## config.mk

```make
export PLATFORM = sky130hd
export DESIGN_NAME = ldm_to_ldr_rewriter_core
export DESIGN_NICKNAME = d
export VERILOG_FILES = /design/src/design/lrw_pkg.sv /design/src/design/ldm_to_ldr_rewriter_core.sv /design/src/design/lrw_front.sv /design/src/design/lrw_fifo.sv /design/src/design/lrw_back.sv
export SDC_FILE = /design/constraint.sdc
export NUM_CORES = 1
export LEC_CHECK = 0
export BUFFER_PORTS_ARGS = -buffer_cell sky130_fd_sc_hd__buf_2
export CORE_ASPECT_RATIO = 0.5
export CORE_MARGIN = 2
export CORE_UTILIZATION = 45
export CTS_BUF_LIST = sky130_fd_sc_hd__clkbuf_4 sky130_fd_sc_hd__clkbuf_8
export CTS_CLUSTER_SIZE = 30
export DETAILED_ROUTE_END_ITERATION = 12
export GPL_TIMING_DRIVEN = 0
export PLACE_DENSITY = 0.6
export SETUP_SLACK_MARGIN = 0.4
export SLEW_MARGIN = 30
export SYNTH_ARGS = -nofsm -noshare
export SYNTH_HDL_FRONTEND = slang
export SYNTH_SLANG_ARGS = --single-unit
```

## constraint.sdc

```tcl
create_clock -name clk_i -period 6.9 [get_ports clk_i]
set_input_delay 0.345 -clock clk_i [delete_from_list [all_inputs] [get_ports clk_i]]
set_output_delay 0.345 -clock clk_i [all_outputs]
set_load 0.02 [all_outputs]
```

## src/design/lrw_pkg.sv

```systemverilog
// Shared types and constants of the LDM-to-LDR trampoline rewriter.
package lrw_pkg;

  localparam logic [31:0] MatchMask  = 32'hFFF0_0000;
  localparam logic [31:0] MatchValue = 32'hE890_0000;
  localparam logic [31:0] LdrBase    = 32'hE590_0000;
  localparam logic [31:0] JumpWord   = 32'hE51F_F004;
  localparam logic [3:0]  BaseLimit  = 4'd13;
  localparam logic [31:0] AddrStep   = 32'd4;
  localparam logic [5:0]  OffStep    = 6'd4;

  // One matched instruction waiting for expansion.
  typedef struct packed {
    logic [3:0]  base;
    logic [15:0] reg_list;
    logic [31:0] addr;
  } lrw_entry_t;

  typedef enum logic [2:0] {
    ST_IDLE,
    ST_LOAD,
    ST_HELD,
    ST_JUMP,
    ST_RET
  } lrw_state_e;

endpackage

```

## src/design/ldm_to_ldr_rewriter_core.sv

```systemverilog
// Top level of the LDM-to-LDR trampoline rewriter.
// Takes one input word per cycle while the queue is not full; words that do not match
// are dropped, and they too wait while the queue is full.
// A matching word with n listed registers yields n + 2 output words, one per cycle while
// the output is popped; a match taken while the sequencer is idle is first loaded into it.
// Reset clears the queue, the sequencer state and the output valid flag.
module ldm_to_ldr_rewriter_core #(
  parameter int FifoDepth = 4
) (
  input  logic        clk_i,
  input  logic        rst_ni,
  input  logic        push,
  output logic        full,
  input  logic [31:0] instr_word_i,
  input  logic [31:0] instr_addr_i,
  output logic        empty,
  input  logic        pop,
  output logic [31:0] out_word_o,
  output logic        is_last_o
);
  import lrw_pkg::*;

  lrw_entry_t front_entry;
  lrw_entry_t head_entry;
  logic       fifo_push;
  logic       fifo_pop;
  logic       fifo_full;
  logic       fifo_empty;

  lrw_front u_front (
    .push_i       (push),
    .fifo_full_i  (fifo_full),
    .instr_word_i (instr_word_i),
    .instr_addr_i (instr_addr_i),
    .full_o       (full),
    .fifo_push_o  (fifo_push),
    .entry_o      (front_entry)
  );

  lrw_fifo #(
    .Depth (FifoDepth)
  ) u_fifo (
    .clk_i   (clk_i),
    .rst_ni  (rst_ni),
    .push_i  (fifo_push),
    .entry_i (front_entry),
    .pop_i   (fifo_pop),
    .entry_o (head_entry),
    .full_o  (fifo_full),
    .empty_o (fifo_empty)
  );

  lrw_back u_back (
    .clk_i        (clk_i),
    .rst_ni       (rst_ni),
    .entry_i      (head_entry),
    .fifo_empty_i (fifo_empty),
    .fifo_pop_o   (fifo_pop),
    .pop_i        (pop),
    .empty_o      (empty),
    .out_word_o   (out_word_o),
    .is_last_o    (is_last_o)
  );

endmodule

```

## src/design/lrw_front.sv

```systemverilog
// Front end: accepts instruction words and forwards only matching LDMIA words.
module lrw_front (
  input  logic               push_i,
  input  logic               fifo_full_i,
  input  logic [31:0]        instr_word_i,
  input  logic [31:0]        instr_addr_i,
  output logic               full_o,
  output logic               fifo_push_o,
  output lrw_pkg::lrw_entry_t entry_o
);
  import lrw_pkg::*;

  logic       is_match;
  logic [3:0] base;

  assign base     = instr_word_i[19:16];
  assign is_match = ((instr_word_i & MatchMask) == MatchValue) && (base < BaseLimit);

  // Words that do not match are taken and dropped, but only while the queue is not full.
  assign full_o      = fifo_full_i;
  assign fifo_push_o = push_i && !fifo_full_i && is_match;

  assign entry_o.base     = base;
  assign entry_o.reg_list = instr_word_i[15:0];
  assign entry_o.addr     = instr_addr_i;

endmodule

```

## src/design/lrw_fifo.sv

```systemverilog
// Short queue of matched instructions between the front and back ends.
module lrw_fifo #(
  parameter int Depth = 4
) (
  input  logic                clk_i,
  input  logic                rst_ni,
  input  logic                push_i,
  input  lrw_pkg::lrw_entry_t entry_i,
  input  logic                pop_i,
  output lrw_pkg::lrw_entry_t entry_o,
  output logic                full_o,
  output logic                empty_o
);
  import lrw_pkg::*;

  localparam int PtrW = (Depth > 1) ? $clog2(Depth) : 1;
  localparam int CntW = $clog2(Depth + 1);

  lrw_entry_t          mem_q [Depth];
  logic [PtrW-1:0]     wr_ptr_q, wr_ptr_d, rd_ptr_q, rd_ptr_d;
  logic [CntW-1:0]     cnt_q, cnt_d;
  logic                do_push, do_pop;

  assign full_o  = (cnt_q == CntW'(Depth));
  assign empty_o = (cnt_q == '0);
  assign do_push = push_i && !full_o;
  assign do_pop  = pop_i && !empty_o;
  assign entry_o = mem_q[rd_ptr_q];

  always_comb begin
    wr_ptr_d = wr_ptr_q;
    rd_ptr_d = rd_ptr_q;
    cnt_d    = cnt_q;
    if (do_push) begin
      wr_ptr_d = (wr_ptr_q == PtrW'(Depth - 1)) ? '0 : wr_ptr_q + 1'b1;
    end
    if (do_pop) begin
      rd_ptr_d = (rd_ptr_q == PtrW'(Depth - 1)) ? '0 : rd_ptr_q + 1'b1;
    end
    if (do_push && !do_pop) begin
      cnt_d = cnt_q + 1'b1;
    end else if (do_pop && !do_push) begin
      cnt_d = cnt_q - 1'b1;
    end
  end

  always_ff @(posedge clk_i or negedge rst_ni) begin
    if (!rst_ni) begin
      wr_ptr_q <= '0;
      rd_ptr_q <= '0;
      cnt_q    <= '0;
    end else begin
      wr_ptr_q <= wr_ptr_d;
      rd_ptr_q <= rd_ptr_d;
      cnt_q    <= cnt_d;
    end
  end

  always_ff @(posedge clk_i) begin
    if (do_push) begin
      mem_q[wr_ptr_q] <= entry_i;
    end
  end

  a_cnt_bound: assert property (@(posedge clk_i) disable iff (!rst_ni)
    cnt_q <= CntW'(Depth)) else $error("queue count beyond depth");
  a_no_overflow: assert property (@(posedge clk_i) disable iff (!rst_ni)
    push_i |-> !full_o) else $error("push into a full queue");
  a_ptr_gap: assert property (@(posedge clk_i) disable iff (!rst_ni)
    (cnt_q == '0) |-> (wr_ptr_q == rd_ptr_q)) else $error("pointers differ on empty queue");

endmodule

```

## src/design/lrw_back.sv

```systemverilog
// Back end: expands one matched instruction into its trampoline words.
module lrw_back (
  input  logic                clk_i,
  input  logic                rst_ni,
  input  lrw_pkg::lrw_entry_t entry_i,
  input  logic                fifo_empty_i,
  output logic                fifo_pop_o,
  input  logic                pop_i,
  output logic                empty_o,
  output logic [31:0]         out_word_o,
  output logic                is_last_o
);
  import lrw_pkg::*;

  lrw_state_e  st_q, st_d;
  logic [3:0]  base_q, base_d;
  logic [15:0] rem_q, rem_d;
  logic        held_q, held_d;
  logic [5:0]  off_q, off_d;
  logic [5:0]  hoff_q, hoff_d;
  logic [31:0] addr_q, addr_d;
  logic        ov_q, ov_d;
  logic [31:0] ow_q, ow_d;
  logic        ol_q, ol_d;

  logic        slot_free;
  logic        take;
  logic        emit_valid;
  logic [31:0] emit_word;
  logic        emit_last;
  logic [3:0]  low_idx;
  logic [15:0] new_rem;
  logic [15:0] below_base;
  logic [5:0]  load_off;

  assign slot_free = !ov_q || pop_i;

  // Lowest register still to be loaded.
  always_comb begin
    low_idx = '0;
    for (int i = 15; i >= 0; i--) begin
      if (rem_q[i]) begin
        low_idx = 4'(i);
      end
    end
  end

  // Registers above a held base register still skip the slot that the base load owns.
  assign load_off = (held_q && (low_idx > base_q)) ? (off_q + OffStep) : off_q;

  assign take       = !fifo_empty_i &&
                      ((st_q == ST_IDLE) || ((st_q == ST_RET) && slot_free));
  assign fifo_pop_o = take;
  assign new_rem    = entry_i.reg_list & ~(16'd1 << entry_i.base);
  assign below_base = entry_i.reg_list & ((16'd1 << entry_i.base) - 16'd1);

  // Next state and datapath registers.
  always_comb begin
    st_d   = st_q;
    base_d = base_q;
    rem_d  = rem_q;
    held_d = held_q;
    off_d  = off_q;
    hoff_d = hoff_q;
    addr_d = addr_q;
    unique case (st_q)
      ST_IDLE: ;
      ST_LOAD: begin
        if (slot_free) begin
          rem_d = rem_q & (rem_q - 16'd1);
          off_d = off_q + OffStep;
          if (rem_d == '0) begin
            st_d = held_q ? ST_HELD : ST_JUMP;
          end
        end
      end
      ST_HELD: if (slot_free) st_d = ST_JUMP;
      ST_JUMP: if (slot_free) st_d = ST_RET;
      ST_RET:  if (slot_free) st_d = ST_IDLE;
      default: st_d = ST_IDLE;
    endcase
    if (take) begin
      // The base register keeps its offset slot but is loaded last.
      base_d = entry_i.base;
      addr_d = entry_i.addr;
      rem_d  = new_rem;
      held_d = entry_i.reg_list[entry_i.base];
      off_d  = '0;
      hoff_d = {4'($countones(below_base)), 2'b00};
      if (new_rem != '0) begin
        st_d = ST_LOAD;
      end else if (entry_i.reg_list[entry_i.base]) begin
        st_d = ST_HELD;
      end else begin
        st_d = ST_JUMP;
      end
    end
  end

  // Word produced in the current state.
  always_comb begin
    emit_valid = 1'b0;
    emit_word  = '0;
    emit_last  = 1'b0;
    unique case (st_q)
      ST_IDLE: ;
      ST_LOAD: begin
        emit_valid = 1'b1;
        emit_word  = LdrBase | {12'h000, base_q, low_idx, 6'b0, load_off};
      end
      ST_HELD: begin
        emit_valid = 1'b1;
        emit_word  = LdrBase | {12'h000, base_q, base_q, 6'b0, hoff_q};
      end
      ST_JUMP: begin
        emit_valid = 1'b1;
        emit_word  = JumpWord;
      end
      ST_RET: begin
        emit_valid = 1'b1;
        emit_word  = addr_q + AddrStep;
        emit_last  = 1'b1;
      end
      default: ;
    endcase
  end

  always_comb begin
    ov_d = ov_q;
    ow_d = ow_q;
    ol_d = ol_q;
    if (slot_free) begin
      ov_d = emit_valid;
      ow_d = emit_word;
      ol_d = emit_last;
    end
  end

  always_ff @(posedge clk_i or negedge rst_ni) begin
    if (!rst_ni) begin
      st_q <= ST_IDLE;
      ov_q <= 1'b0;
    end else begin
      st_q <= st_d;
      ov_q <= ov_d;
    end
  end

  always_ff @(posedge clk_i) begin
    base_q <= base_d;
    rem_q  <= rem_d;
    held_q <= held_d;
    off_q  <= off_d;
    hoff_q <= hoff_d;
    addr_q <= addr_d;
    ow_q   <= ow_d;
    ol_q   <= ol_d;
  end

  assign empty_o    = !ov_q;
  assign out_word_o = ow_q;
  assign is_last_o  = ol_q;

  a_load_has_work: assert property (@(posedge clk_i) disable iff (!rst_ni)
    (st_q == ST_LOAD) |-> (rem_q != '0)) else $error("load state with empty list");
  a_ret_marks_last: assert property (@(posedge clk_i) disable iff (!rst_ni)
    ((st_q == ST_RET) && slot_free) |=> (ov_q && ol_q)) else $error("return word not last");
  a_take_clean: assert property (@(posedge clk_i) disable iff (!rst_ni)
    fifo_pop_o |-> !fifo_empty_i) else $error("pop from empty queue");
  a_jump_follows: assert property (@(posedge clk_i) disable iff (!rst_ni)
    ((st_q == ST_JUMP) && slot_free) |=> (st_q == ST_RET)) else $error("jump not followed");

endmodule

```

==> results.toml <==
[run_status]
outcome = "completed"

[synthesis]
synthArstFlopShare_pct = 3.51
ys_ff_latch = 313
synth-edff-count = 298
synthCells = 879
yosys_most_used_dff = "edfxtp_1"
postSynthAreaPerCell_um2 = 15.7
yosysWarningCount = 0
synth_cell_types = 63
syn-num-nets = 983
seq_area_frac_synth_pct = 67.5
synth_area_um2 = 13800

[clock_tree]
htreeDepth = 2
cts.clk_slew.worst_paths_ns = 0.07
numCtsBuffers = 46
insertion_delay_ns = 0.59
clock-root-buffer = "clkbuf_8"
cts_tree = "done"
cts_buffer_depth = 3
cts.sinks = 313

[placement]
dpl_cell_area_um2 = 14900
dp.cells = 1385
hpwl_um = 20900
gp_congestion = 0.877
portBuffers = 102

[timing]
hold_viol = 0
tns_ns = 0
worstMarginPinSlew_ns = 0.958
setup_violations = 0
rsz0062_at_grt = "no"
period_share_pct = 89.8
maxSlewViolCount = 0
min_period_ns = 6.20
fmax_mhz = 161
slew_headroom_pct = 35.1
finClkSkew_ns = 0.0223

[worst_setup_path]
endpoint_kind = "flop"
worstPathRequired_ns = 7.23
crit-reg2reg-launch = "u_fifo.rd_ptr_q[0]"
crit_fanout = 10
critical_path_class = "reg -> reg"
arrival_ns = 6.53
r2r_setup_slack_ns = 0.70
r2r-end = "u_back.hoff_q[5]"
cp-start-kind = "flop"
r2r_cells = 22

[routing]
dr.pass1.iters = 5
antenna_left = 0
wl_met1_um = 14100
drt-wirelength-per-cell_um = 20.4
wl_met2_um = 15000
dr.max_layer_used = "met4"
routed-wl-met3_um = 1240
num_vias = 8254
route.detailed.drc = 0
vias_per_cell = 5.41
wl_um = 31100
drt_iter0_drc = 639

[die]
num_rows = 45
dieArea_um2 = 32100
coreArea_um2 = 30200
die_h_um = 128
start_util_pct = 45.6
die_x_um = 252
pin_count = 103

[power_and_ir_drop]
power_leakage_uw = 0.00576
switching_power_uw = 2660
pwr-share-seq_pct = 39.0
p_per_area_nw_per_um2 = 445
vdd_drop_max_mv = 0.373
p_int_uw = 4650
p_sw_share_pct = 36.4
comb_power_share_pct = 40.5
p_clk_share_pct = 20.4

[final_layout]
most-common-layout-cells = "edfxtp_1 (298), buf_2 (107), mux4_2 (55), dlygate4sd3_1 (52), o21ai_0 (50)"
final_layout_size_suffix_gt1_share_pct = 24.0
fin_nets = 1197
final_cells = 1527
area_growth_pct = 19.1
final_area_um2 = 16400
fillers = 2471
layout_commonest_cell = "edfxtp_1"

[global_route]
first_global_vias = 8486
grt_max_degree = 38
grt_overflow_total = 0
grt_usage_pct = 19.8
antenna_found_initial = 1
grt_first_pass_wirelength_um = 47900

[min_path]
min_path_cells = 1
min_from = "instr_word_i[19]"
hp-class = "in -> reg"
min_to = "u_fifo.mem_q[1][51]"

[flow_run]
maxCapViolCount = 0
synthesized netlist by cell type, drive strengths merged (4+ instances only):
cell      n  share of area [%]
a21oi    26               0.94
and2     13               0.59
and3      8               0.36
buf      13               0.45
clkbuf   28               0.76
dfrtp    11                2.0
dfxtp     4               0.58
edfxtp  298                 65
fa       12                1.7
ha       24                2.2
inv      34               0.93
mux4     56                9.2
nand2    42                1.1
nand2b   14               0.64
nand3    22               0.80
nand4     7               0.32
nor2     48                1.3
nor2b    10               0.45
nor3     12               0.47
nor3b     5               0.27
nor4      5               0.23
o211ai    5               0.27
o21a      7               0.38
o21ai    50                1.8
o22ai    18               0.82
o311ai    4               0.25
or2       6               0.27
or3       9               0.41
or4       4               0.24
xnor2    14               0.89
xor2     24                1.5
routing by layer:
| metal | vias to the layer above | GRT usage, % |
|---|---|---|
| met5 | - | 0 |
| met4 | 0 | 6.27 |
| met3 | 49 | 3.41 |
| met2 | 194 | 32.8 |
| met1 | 4170 | 27.0 |
| li1 | 3841 | - |
kinds of logic (layout without fill, tap and decap cells):
| group | count (synthesis) | count (layout) | synth area share [%] |
|---|---|---|---|
| xor+xnor | 38 | 38 | 2.41 |
| fa+ha+maj | 39 | 39 | 4.14 |
| buf+inv | 75 | 323 | 2.14 |
| other cells | 1 | 2 | 0.0272 |
| mux | 62 | 62 | 9.64 |
| simple gates | 215 | 215 | 8.14 |
| compound gates | 136 | 136 | 6.03 |
| flops | 313 | 313 | 67.5 |
worst max-delay path, stage by stage (launching register included):
cell and delay, ns:
dfrtp_1 0.39, buf_8 0.17, mux4_2 0.56, buf_4 0.21, or2_2 0.37, nand2b_1 0.22
ha_2 0.26, buf_2 0.21, a22oi_1 0.18, o21ai_0 0.10, and2_1 0.18, ha_1 0.28
inv_1 0.05, fa_1 0.50, inv_1 0.06, fa_1 0.53, inv_1 0.05, fa_1 0.37
inv_1 0.08, fa_1 0.43, ha_1 0.22, fa_1 0.37, xnor2_1 0.14
flip-flops by register name, summed over array words and instances (netlist names):
register and flops:
u_fifo.wr_ptr_q 2, u_back.ov_q 1, u_back.off_q 4, u_back.is_last_o 1, u_back.addr_q 32, u_back.out_word_o 32
u_back.base_q 4, u_fifo.mem_q 208, u_back.st_q 3, u_back.held_q 1, u_fifo.cnt_q 3, u_back.rem_q 16
u_back.hoff_q 4, u_fifo.rd_ptr_q 2
power groups by stage:
stage | combinational (µW) | clock [µW] | sequential, µW
detailed placement | 2880 | 0 | 2890
global route | 3400 | 1610 | 2880
global placement | 2860 | 0 | 2890
finish | 2960 | 1490 | 2850
CTS | 2980 | 1540 | 2850
floorplan | 1970 | 0 | 2910
final cells by class:
type | count | area (µm²) | area share [%]
Clock buffer | 62 | 759 | 4.62
Tap cell | 399 | 499 | 3.04
Timing Repair Buffer | 166 | 1180 | 7.21
Antenna cell | 1 | 2.50 | 0.0152
Inverter | 34 | 128 | 0.777
Clock inverter | 20 | 144 | 0.876
Multi-Input combinational cell | 491 | 4210 | 25.7
Sequential cell | 313 | 9300 | 56.7
Buffer | 41 | 189 | 1.15
how the worst max path moves through the flow:
stage	start	endpoint	slack [ns]	cells past startpoint
6_report	u_fifo.rd_ptr_q[0]	u_back.hoff_q[5]	0.70	22
4_1_cts	u_fifo.rd_ptr_q[0]	u_back.hoff_q[5]	0.45	23
3_3_place_gp	u_fifo.rd_ptr_q[1]	u_back.hoff_q[5]	0.04	21
3_5_place_dp	u_fifo.rd_ptr_q[1]	u_back.hoff_q[5]	0.09	21
2_1_floorplan	u_fifo.rd_ptr_q[0]	u_back.hoff_q[5]	1.05	22
5_1_grt	u_fifo.rd_ptr_q[0]	u_back.hoff_q[5]	0.40	22
through the flow:
| step | worst slack [ns] | util (%) | total power (µW) | hold slack [ns] |
|---|---|---|---|---|
| final | 0.703 | 54.3 | 7310 | 0.0433 |
| after CTS | 0.446 | 54.1 | 7370 | 0.00875 |
| after global routing | 0.396 | 54.3 | 7900 | 0.0299 |
| after floorplan | 1.05 | - | 4890 | 0.0494 |
| after global placement | 0.0384 | 48.9 | 5750 | 0.232 |
| after detailed placement | 0.0944 | 49.3 | 5770 | 0.239 |
repair_timing:
action / CTS / global route
endpoints found under the setup margin: 2 / 2
setup buffers: 0 / 7
hold buffers: 52 / 0
resized for setup: 3 / 11
hold endpoints to repair: 215 / 0
(Power assumes the default switching activity.)
